[src/design/gjd_pkg.sv]
// ----------------------------------------------------------------------------
// gjd_pkg: shared types and constants of the day number converter
// word layouts, calendar table and fixed-point reciprocals
// ----------------------------------------------------------------------------
`default_nettype none

package gjd_pkg;

  localparam int unsigned NumStages = 7;

  // operation codes
  localparam logic OpToJdn  = 1'b0;
  localparam logic OpToDate = 1'b1;

  localparam logic [22:0] JdnOffset = 23'd1721425;
  localparam logic [22:0] JdnMax    = 23'd5373484;

  // year estimate: t * (2^32 / 365.2425), integer part
  localparam int unsigned TW        = 22;
  localparam int unsigned EstRecipW = 24;
  localparam int unsigned EstProdW  = TW + EstRecipW;
  localparam int unsigned EstShift  = 32;
  localparam logic [EstRecipW-1:0] EstRecip = 24'd11759221;

  // divide by 100 for values below 2^14: (p * 20972) >> 21 is exact
  localparam int unsigned Recip100W     = 15;
  localparam int unsigned Div100ProdW   = 14 + Recip100W;
  localparam int unsigned Div100Shift   = 21;
  localparam logic [Recip100W-1:0] Recip100 = 15'd20972;

  typedef struct packed {
    logic        op;
    logic [13:0] year_in;
    logic [3:0]  month_in;
    logic [4:0]  day_in;
    logic [22:0] day_number_in;
  } gjd_req_t;

  typedef struct packed {
    logic        valid_res;
    logic [22:0] day_number_out;
    logic [13:0] year_out;
    logic [3:0]  month_out;
    logic [4:0]  day_out;
  } gjd_rsp_t;

  // per-word side data carried along the front of the pipe
  typedef struct packed {
    logic          op;
    logic          ok;
    logic          feb29;
    logic          mgt2;
    logic [8:0]    doy0;
    logic [TW-1:0] t;
  } side_t;

  // year unit result
  typedef struct packed {
    logic [13:0]        yw;
    logic signed [23:0] dby;
    logic               leap_m1;
    logic               leap0;
    logic               leap_p1;
  } yinfo_t;

  // corrected year and day of year
  typedef struct packed {
    logic        op;
    logic        ok;
    logic [22:0] jdn;
    logic [13:0] yr;
    logic [8:0]  n;
    logic        lf;
  } fix_t;

  // days in the first m months of a common year (m = 0..12)
  function automatic logic [8:0] days_before(input logic [3:0] m);
    logic [8:0] r;
    case (m)
      4'd0:    r = 9'd0;
      4'd1:    r = 9'd31;
      4'd2:    r = 9'd59;
      4'd3:    r = 9'd90;
      4'd4:    r = 9'd120;
      4'd5:    r = 9'd151;
      4'd6:    r = 9'd181;
      4'd7:    r = 9'd212;
      4'd8:    r = 9'd243;
      4'd9:    r = 9'd273;
      4'd10:   r = 9'd304;
      4'd11:   r = 9'd334;
      4'd12:   r = 9'd365;
      default: r = 9'd0;
    endcase
    return r;
  endfunction

endpackage

`default_nettype wire

[src/design/gjd_if.sv]
// ----------------------------------------------------------------------------
// gjd_if: request and response channels
// valid/ready handshake with the word as payload
// ----------------------------------------------------------------------------
`default_nettype none

interface gjd_req_if;
  logic               valid;
  logic               ready;
  gjd_pkg::gjd_req_t  data;

  modport source (output valid, output data, input ready);
  modport sink   (input valid, input data, output ready);
endinterface

interface gjd_rsp_if;
  logic               valid;
  logic               ready;
  gjd_pkg::gjd_rsp_t  data;

  modport source (output valid, output data, input ready);
  modport sink   (input valid, input data, output ready);
endinterface

`default_nettype wire

[src/design/gregorian_julian_day_converter.sv]
// ----------------------------------------------------------------------------
// gregorian_julian_day_converter: Gregorian date <-> Julian day number
// seven-stage pipeline, if the response side does not stall, one word per clock
// ----------------------------------------------------------------------------
// Each request word converts a date (op 0) to a Julian day number or a day
// number in 1721425..5373484 (op 1) back to year, month and day; illegal
// inputs return valid_res low with all other fields zero. The pipe has seven
// register stages (input checks, year estimate multiply, divide-by-100
// multiply, days-before-year sum, day number sum, year correction, month
// split into the output register), and a new word is taken every cycle while
// the pipe is not stalled by the response side. Every stage has its own valid
// bit and loads whenever it is empty or the stage after it moves, so a stall
// on the response side only backs up as far as the pipe is full and bubbles
// are squeezed out.
`default_nettype none

module gregorian_julian_day_converter (
  input  logic       clk_i,
  input  logic       rst_ni,
  gjd_req_if.sink    req_i,
  gjd_rsp_if.source  rsp_o
);
  import gjd_pkg::*;

  logic [NumStages-1:0] valid_d, valid_q;
  logic [NumStages-1:0] rdy;
  logic [NumStages-1:0] valid_up;

  gjd_req_t    req_data;
  gjd_rsp_t    rsp_data;
  side_t       side_est, side_year;
  logic [13:0] year_est, quot_est;
  yinfo_t      yinfo;
  fix_t        fix;

  // a stage can load when empty or when the next one moves
  always_comb begin
    rdy[NumStages-1] = !valid_q[NumStages-1] || rsp_o.ready;
    for (int k = NumStages - 2; k >= 0; k--) begin
      rdy[k] = !valid_q[k] || rdy[k+1];
    end
    valid_up = {valid_q[NumStages-2:0], req_i.valid};
    valid_d  = (rdy & valid_up) | (~rdy & valid_q);
  end

  always_ff @(posedge clk_i or negedge rst_ni) begin
    if (!rst_ni) begin
      valid_q <= '0;
    end else begin
      valid_q <= valid_d;
    end
  end

  assign req_data    = req_i.data;
  assign req_i.ready = rdy[0];

  gjd_est u_est (
    .clk_i  (clk_i),
    .ld_i   (rdy[1:0]),
    .req_i  (req_data),
    .side_o (side_est),
    .year_o (year_est),
    .quot_o (quot_est)
  );

  gjd_year u_year (
    .clk_i   (clk_i),
    .ld_i    (rdy[3:2]),
    .side_i  (side_est),
    .year_i  (year_est),
    .quot_i  (quot_est),
    .side_o  (side_year),
    .yinfo_o (yinfo)
  );

  gjd_fix u_fix (
    .clk_i   (clk_i),
    .ld_i    (rdy[5:4]),
    .side_i  (side_year),
    .yinfo_i (yinfo),
    .fix_o   (fix)
  );

  gjd_mday u_mday (
    .clk_i (clk_i),
    .ld_i  (rdy[6]),
    .fix_i (fix),
    .rsp_o (rsp_data)
  );

  assign rsp_o.valid = valid_q[NumStages-1];
  assign rsp_o.data  = rsp_data;

endmodule

`default_nettype wire

[src/design/gjd_est.sv]
// ----------------------------------------------------------------------------
// gjd_est: input stage and year estimate
// date field checks, day offset, and the multiply by 1/365.2425
// ----------------------------------------------------------------------------
`default_nettype none

module gjd_est (
  input  logic                  clk_i,
  input  logic [1:0]            ld_i,
  input  gjd_pkg::gjd_req_t     req_i,
  output gjd_pkg::side_t        side_o,
  output logic [13:0]           year_o,
  output logic [13:0]           quot_o
);
  import gjd_pkg::*;

  logic [22:0]         t_full;
  logic [8:0]          mbase;
  logic [8:0]          mlen;
  logic                mok;
  logic                ok0;
  logic                in_range;
  side_t               side_d;
  side_t               side1_q, side2_q;
  logic [13:0]         year1_q, year2_q;
  logic [EstProdW-1:0] prod2_d, prod2_q;

  always_comb begin
    t_full   = req_i.day_number_in - JdnOffset;
    mbase    = days_before(req_i.month_in - 4'd1);
    mlen     = days_before(req_i.month_in) - mbase;
    mok      = req_i.month_in inside {[4'd1:4'd12]};
    ok0      = mok && (req_i.day_in != 5'd0) && ({4'd0, req_i.day_in} <= mlen);
    in_range = (req_i.day_number_in >= JdnOffset) && (req_i.day_number_in <= JdnMax);

    side_d.op    = req_i.op;
    side_d.ok    = (req_i.op == OpToDate) ? in_range : ok0;
    // 29 feb is legal only once the leap flag is known
    side_d.feb29 = (req_i.month_in == 4'd2) && (req_i.day_in == 5'd29);
    side_d.mgt2  = req_i.month_in > 4'd2;
    side_d.doy0  = mbase + {4'd0, req_i.day_in};
    side_d.t     = t_full[TW-1:0];
  end

  assign prod2_d = EstProdW'(side1_q.t) * EstProdW'(EstRecip);

  always_ff @(posedge clk_i) begin
    if (ld_i[0]) begin
      side1_q <= side_d;
      year1_q <= req_i.year_in;
    end
    if (ld_i[1]) begin
      side2_q <= side1_q;
      year2_q <= year1_q;
      prod2_q <= prod2_d;
    end
  end

  assign side_o = side2_q;
  assign year_o = year2_q;
  assign quot_o = prod2_q[EstProdW-1:EstShift];

endmodule

`default_nettype wire

[src/design/gjd_year.sv]
// ----------------------------------------------------------------------------
// gjd_year: year unit
// days before a year and leap flags of that year and its two neighbors
// ----------------------------------------------------------------------------
`default_nettype none

module gjd_year (
  input  logic             clk_i,
  input  logic [1:0]       ld_i,
  input  gjd_pkg::side_t   side_i,
  input  logic [13:0]      year_i,
  input  logic [13:0]      quot_i,
  output gjd_pkg::side_t   side_o,
  output gjd_pkg::yinfo_t  yinfo_o
);
  import gjd_pkg::*;

  // p is the year before the working year
  logic [13:0]            p_d, p3_q;
  logic                   yzero_d, yzero3_q;
  logic [Div100ProdW-1:0] prod3_q;
  side_t                  side3_q, side4_q;
  logic [7:0]             q100;
  logic [13:0]            r100_full;
  logic [6:0]             r100;
  logic [23:0]            dby_pos;
  yinfo_t                 yinfo_d, yinfo4_q;

  always_comb begin
    p_d     = (side_i.op == OpToDate) ? quot_i : year_i - 14'd1;
    yzero_d = (side_i.op == OpToJdn) && (year_i == 14'd0);
  end

  always_comb begin
    q100      = prod3_q[Div100ProdW-1:Div100Shift];
    r100_full = p3_q - 14'(q100) * 14'd100;
    r100      = r100_full[6:0];
    dby_pos   = 24'(p3_q) * 24'd365 + 24'(p3_q[13:2]) - 24'(q100) + 24'(q100[7:2]);

    yinfo_d.yw      = p3_q + 14'd1;
    yinfo_d.dby     = yzero3_q ? -24'sd366 : $signed(dby_pos);
    yinfo_d.leap_m1 = ((p3_q[1:0] == 2'd0) && (r100 != 7'd0)) ||
                      ((r100 == 7'd0) && (q100[1:0] == 2'd0));
    yinfo_d.leap0   = yzero3_q ||
                      ((p3_q[1:0] == 2'd3) && (r100 != 7'd99)) ||
                      ((r100 == 7'd99) && (q100[1:0] == 2'd3));
    yinfo_d.leap_p1 = ((p3_q[1:0] == 2'd2) && (r100 != 7'd98)) ||
                      ((r100 == 7'd98) && (q100[1:0] == 2'd3));
  end

  always_ff @(posedge clk_i) begin
    if (ld_i[0]) begin
      p3_q     <= p_d;
      yzero3_q <= yzero_d;
      prod3_q  <= Div100ProdW'(p_d) * Div100ProdW'(Recip100);
      side3_q  <= side_i;
    end
    if (ld_i[1]) begin
      yinfo4_q <= yinfo_d;
      side4_q  <= side3_q;
    end
  end

  assign side_o  = side4_q;
  assign yinfo_o = yinfo4_q;

endmodule

`default_nettype wire

[src/design/gjd_fix.sv]
// ----------------------------------------------------------------------------
// gjd_fix: day number sum and year correction
// forms the day number for dates, corrects the year estimate for day numbers
// ----------------------------------------------------------------------------
`default_nettype none

module gjd_fix (
  input  logic             clk_i,
  input  logic [1:0]       ld_i,
  input  gjd_pkg::side_t   side_i,
  input  gjd_pkg::yinfo_t  yinfo_i,
  output gjd_pkg::fix_t    fix_o
);
  import gjd_pkg::*;

  logic               ok5_d;
  logic [8:0]         doy;
  logic signed [23:0] jsum;
  logic signed [23:0] n0_d;

  logic               op5_q, ok5_q;
  logic [22:0]        jdn5_q;
  logic signed [23:0] n05_q;
  logic [13:0]        yw5_q;
  logic               lm1_q, l0_q, lp1_q;

  logic               dec, inc, okr;
  logic signed [23:0] dm1, d0, n2;
  fix_t               fix_d, fix6_q;

  always_comb begin
    ok5_d = side_i.ok || ((side_i.op == OpToJdn) && side_i.feb29 && yinfo_i.leap0);
    doy   = side_i.doy0 + {8'd0, side_i.mgt2 & yinfo_i.leap0};
    jsum  = $signed(yinfo_i.dby) + $signed({15'd0, doy}) + $signed({1'b0, JdnOffset});
    n0_d  = $signed({2'b00, side_i.t}) - $signed(yinfo_i.dby);
  end

  // estimate one too high: n0 <= 0; one too low: n0 beyond the year length
  always_comb begin
    dm1 = 24'sd365 + $signed({23'd0, lm1_q});
    d0  = 24'sd365 + $signed({23'd0, l0_q});
    dec = n05_q[23] || (n05_q == 24'sd0);
    inc = !dec && (n05_q > d0);
    if (dec) begin
      n2 = n05_q + dm1;
    end else if (inc) begin
      n2 = n05_q - d0;
    end else begin
      n2 = n05_q;
    end
    okr = (n2 >= 24'sd1) && (n2 <= 24'sd366);

    fix_d.op  = op5_q;
    fix_d.ok  = ok5_q && ((op5_q == OpToJdn) || okr);
    fix_d.jdn = jdn5_q;
    fix_d.n   = n2[8:0];
    if (dec) begin
      fix_d.yr = yw5_q - 14'd1;
      fix_d.lf = lm1_q;
    end else if (inc) begin
      fix_d.yr = yw5_q + 14'd1;
      fix_d.lf = lp1_q;
    end else begin
      fix_d.yr = yw5_q;
      fix_d.lf = l0_q;
    end
  end

  always_ff @(posedge clk_i) begin
    if (ld_i[0]) begin
      op5_q  <= side_i.op;
      ok5_q  <= ok5_d;
      jdn5_q <= jsum[22:0];
      n05_q  <= n0_d;
      yw5_q  <= yinfo_i.yw;
      lm1_q  <= yinfo_i.leap_m1;
      l0_q   <= yinfo_i.leap0;
      lp1_q  <= yinfo_i.leap_p1;
    end
    if (ld_i[1]) begin
      fix6_q <= fix_d;
    end
  end

  assign fix_o = fix6_q;

endmodule

`default_nettype wire

[src/design/gjd_mday.sv]
// ----------------------------------------------------------------------------
// gjd_mday: month and day split and output register
// splits the day of year into month and day and zeroes unused fields
// ----------------------------------------------------------------------------
`default_nettype none

module gjd_mday (
  input  logic               clk_i,
  input  logic               ld_i,
  input  gjd_pkg::fix_t      fix_i,
  output gjd_pkg::gjd_rsp_t  rsp_o
);
  import gjd_pkg::*;

  logic     lx;
  logic [3:0] mo;
  logic [8:0] dd;
  logic     found;
  gjd_rsp_t rsp_d, rsp_q;

  always_comb begin
    lx = fix_i.lf && (fix_i.n > 9'd59);
    mo = 4'd0;
    // first month whose end reaches n
    for (int i = 12; i >= 1; i--) begin
      if (fix_i.n <= days_before(4'(i)) + {8'd0, lx}) begin
        mo = 4'(i);
      end
    end
    found = mo != 4'd0;
    dd    = fix_i.n - days_before(mo - 4'd1) - {8'd0, (mo > 4'd2) & lx};

    rsp_d           = '0;
    rsp_d.valid_res = fix_i.ok && ((fix_i.op == OpToJdn) || found);
    if (rsp_d.valid_res) begin
      if (fix_i.op == OpToJdn) begin
        rsp_d.day_number_out = fix_i.jdn;
      end else begin
        rsp_d.year_out  = fix_i.yr;
        rsp_d.month_out = mo;
        rsp_d.day_out   = dd[4:0];
      end
    end
  end

  always_ff @(posedge clk_i) begin
    if (ld_i) begin
      rsp_q <= rsp_d;
    end
  end

  assign rsp_o = rsp_q;

endmodule

`default_nettype wire
[src/flat_wrapper.sv]
// flat-port wrapper written by rule: the top's interface ports become plain ports
module gregorian_julian_day_converter_flat import gjd_pkg::*;
  (clk_i, rst_ni, req_i_valid, req_i_data, req_i_ready, rsp_o_valid, rsp_o_data, rsp_o_ready);
  gjd_req_if req_i_i ();
  gjd_rsp_if rsp_o_i ();
  input  logic clk_i;
  input  logic rst_ni;
  input wire logic [$bits(req_i_i.valid)-1:0] req_i_valid;
  input wire logic [$bits(req_i_i.data)-1:0] req_i_data;
  output wire logic [$bits(req_i_i.ready)-1:0] req_i_ready;
  output wire logic [$bits(rsp_o_i.valid)-1:0] rsp_o_valid;
  output wire logic [$bits(rsp_o_i.data)-1:0] rsp_o_data;
  input wire logic [$bits(rsp_o_i.ready)-1:0] rsp_o_ready;
  assign req_i_i.valid = req_i_valid;
  assign req_i_i.data = req_i_data;
  assign req_i_ready = req_i_i.ready;
  assign rsp_o_valid = rsp_o_i.valid;
  assign rsp_o_data = rsp_o_i.data;
  assign rsp_o_i.ready = rsp_o_ready;
  gregorian_julian_day_converter u_core (.clk_i(clk_i), .rst_ni(rst_ni), .req_i(req_i_i), .rsp_o(rsp_o_i));
endmodule
[config.mk]
export PLATFORM = sky130hd
export DESIGN_NAME = gregorian_julian_day_converter_flat
export DESIGN_NICKNAME = d
export VERILOG_FILES = /design/src/design/gjd_pkg.sv /design/src/design/gjd_if.sv /design/src/design/gregorian_julian_day_converter.sv /design/src/design/gjd_est.sv /design/src/design/gjd_year.sv /design/src/design/gjd_fix.sv /design/src/design/gjd_mday.sv /design/src/flat_wrapper.sv
export SDC_FILE = /design/constraint.sdc
export NUM_CORES = 2
export LEC_CHECK = 0
export ABC_AREA = 0
export BUFFER_PORTS_ARGS = -buffer_cell sky130_fd_sc_hd__buf_2
export CAP_MARGIN = 20
export CORE_ASPECT_RATIO = 1.2
export CORE_MARGIN = 4
export CORE_UTILIZATION = 30
export CTS_CLUSTER_SIZE = 8
export DETAILED_ROUTE_END_ITERATION = 10
export MAX_ROUTING_LAYER = met4
export PLACE_DENSITY = 0.48
export SKIP_LAST_GASP = 1
export SLEW_MARGIN = 25
export SYNTH_ARGS = -nofsm -noshare
export SYNTH_HDL_FRONTEND = slang
export SYNTH_SLANG_ARGS = --single-unit
[constraint.sdc]
create_clock -name clk_i -period 6.8 [get_ports clk_i]
set_input_delay 0.34 -clock clk_i [delete_from_list [all_inputs] [get_ports clk_i]]
set_output_delay 0.34 -clock clk_i [all_outputs]
set_load 0.01 [all_outputs]
==> results.cfg <==
[floorplanning]
num_rows = 139
pin_count = 100
dieArea_sq_um = 126000
fp.dieH_um = 389
die_w_um = 325
core_sq_um = 120000
start_util_pct = 30.2

[drt]
drt_iter0_drc = 908
via_count = 22966
drtAntennaViolNets = 0
wl_um = 88600
first_pass_iters = 5
viasPerCell = 4.53
drc_errors = 0
wire_per_inst_um = 17.5

[place]
placed_area_sq_um = 39800
placement.io_buffers = 99
finalWeightedCongestion = 0.910
dp_cells = 4934
dp.final_hpwl_um = 74500

[timing]
setup_viol = 0
post-route-period-util_pct = 99.8
whs_ns = 0.0350
hold_violations = 0
period_needed_ns = 6.79
tightest_slew_ns = 0.956
max-slew-margin-rel_pct = 35.6
max_freq_mhz = 147
rsz0062_at_grt = true
drv_slew = 0
fin_skew_ns = 0.0295

[yosys]
synthesis.nets = 4089
synth_edf_count = 408
yosysTopAreaCell = edfxtp_1
synth-async-reset-ratio_pct = 1.69
netlist_instances = 3153
synthFlopType = edfxtp_1
ys_ff_latch = 415
synth_area_per_cell_sq_um = 11.5
synthTopCellsByArea = edfxtp_1 34%, fa_1 21%, ha_1 17%, inv_1 6.5%, xnor2_1 3.0%
syn_area_sq_um = 36200
ys_seq_area_share_pct = 34.3
synth_cell_types = 81
yosysTopAreaCellShare_pct = 33.8
ys_warn_count = 0

[cts]
clk_latency_ns = 0.66
tritoncts = built
cts.reportedPaths.clkPinSlew_ns = 0.05
cts_root_buf = clkbuf_16
clockBufferDepth = 3
cts-buffers-inserted = 61
clkSinkCount = 415
htreeDepth = 2

[global_routing]
grt_pass1_wl_um = 139000
grt_overflow_total = 0
grt_pass1_vias = 24359
track_usage_pct = 14.6
grt_antenna_before_repair = 5
grt_max_degree = 77

[worst_setup_path]
cp.required_ns = 7.18
critPathLaunchType = register
worstPathArrival_ns = 7.17
endpoint_kind = register
path_max_fanout = 3
critPathKind = reg2reg

[final_layout]
final_nets = 4411
multiInputGateArea_sq_um = 21700
final_common_cell = inv_1
final_cell_mix = 611 x inv_1, 497 x ha_1, 408 x edfxtp_1
drive_above_1_share_pct = 13.3
fin_cells = 5067
fin_area_sq_um = 42300
fillers = 11914
seqCellArea_sq_um = 12400
area_growth_pct = 16.8

[job]
drv_cap = 0

[min_path]
hold_path_class = in2reg

[run_status]
status = finished clean
==> per-layer routing <==
layer | vias to the layer above | global-route usage [%] | routed length (um)
met5 | - | - | 0
met4 | 0 | 3.59 | 2020
met3 | 101 | 1.86 | 2510
met2 | 318 | 26.4 | 47000
met1 | 11258 | 17.2 | 37100
li1 | 11289 | - | -
==> flip-flops by register name (all words and copies together) (netlist names), 8 cells and up, named ones only <==
name and cells:
u_core.u_mday.rsp_o 47, u_core.u_year.p3_q 14, u_core.u_est.year1_q 14, u_core.u_est.prod2_q 14, u_core.u_fix.yw5_q 14, u_core.u_fix.fix_o 49
u_core.u_fix.jdn5_q 23, u_core.u_est.side1_q 35, u_core.u_est.side_o 35, u_core.u_year.side_o 35, u_core.u_year.prod3_q 8, u_core.u_year.yinfo_o 41
u_core.u_est.year_o 14, u_core.u_year.side3_q 35, u_core.u_fix.n05_q 24
==> synth_stat cells, drive strengths merged, types with 8 or more instances <==
library cell	count
o22ai	11
fa	379
inv	623
nor3	56
xor2	61
a31oi	30
o21a	19
nand2	125
buf	13
o21bai	15
or2	15
edfxtp	408
and2	34
o31ai	8
nand3	46
nand2b	30
o21ai	78
nor2b	24
ha	506
and3	31
nor4	18
a21oi	116
or3	8
nand4	25
nor2	141
a211oi	15
xnor2	122
clkbuf	28
a21o	47
==> layout make-up <==
class	count	share of cell area, %
clock buffer	93	3.96
inverter	623	5.53
antenna	1	0.00592
timing repair buffer	300	4.95
multi-input combinational	2074	51.2
tap	1551	4.59
sequential	415	29.4
clock inverter	10	0.382
==> final timing paths <==
kind                       cells after the start                   endpoint  slack [ns]                      from
max                                           22   u_core.u_est.prod2_q[44]        0.01  u_core.u_est.side1_q[20]
min reg2reg                                    0  u_core.u_year.side3_q[18]        0.40   u_core.u_est.side_o[18]
min in group asynchronous                      2                  async pin        0.06                    rst_ni
max in group asynchronous                      2                  async pin        6.58                    rst_ni
max reg2reg                                   22   u_core.u_est.prod2_q[44]        0.01  u_core.u_est.side1_q[20]
min                                            1   u_core.u_est.side1_q[34]        0.03            req_i_data[46]
==> critical path, cell delays in order (launching register included) <==
cell	delay (ns)
edfxtp_1	0.45
fa_2	0.56
inv_2	0.04
fa_1	0.52
inv_2	0.05
fa_2	0.55
inv_2	0.05
fa_2	0.51
inv_1	0.05
fa_2	0.56
fa_1	0.47
fa_2	0.51
ha_4	0.18
a21o_1	0.17
a31o_2	0.21
a221o_1	0.35
a211o_4	0.34
a221oi_4	0.27
a21oi_2	0.12
a41oi_2	0.23
nand2b_1	0.13
a21oi_2	0.15
xnor2_1	0.08
==> cell families (layout without fill, tap and decap cells) <==
logic type | Yosys count | count (layout) | share of synthesized area [%]
fa+ha+maj | 885 | 885 | 38.4
buf+inv | 664 | 1026 | 6.96
simple gates | 580 | 580 | 8.09
compound gates | 419 | 419 | 7.59
flops | 415 | 415 | 34.3
xor+xnor | 183 | 183 | 4.43
mux | 7 | 7 | 0.200
other cells | 0 | 1 | 0
==> timing repair <==
action	CTS	global route
hold buffers	18	0
setup endpoints to repair	8	17
resized for setup	15	66
pin swaps	13	45
hold endpoints to repair	24	0
buffers inserted	3	7
cloned	0	0
==> metrics by stage <==
step	worst slack [ns]	utilization [%]	TNS, ns
finish	0.0126	35.3	0
global route	-0.231	35.3	-0.838
CTS	0.000488	35.0	0
detailed placement	-0.336	33.2	-1.55
global placement	-0.261	33.2	-1.06
floorplan	0.00891	-	0
Power is left out: the tool's default activity adds up to more than one toggle a clock period on the data nets, which glitch-free logic cannot reach.
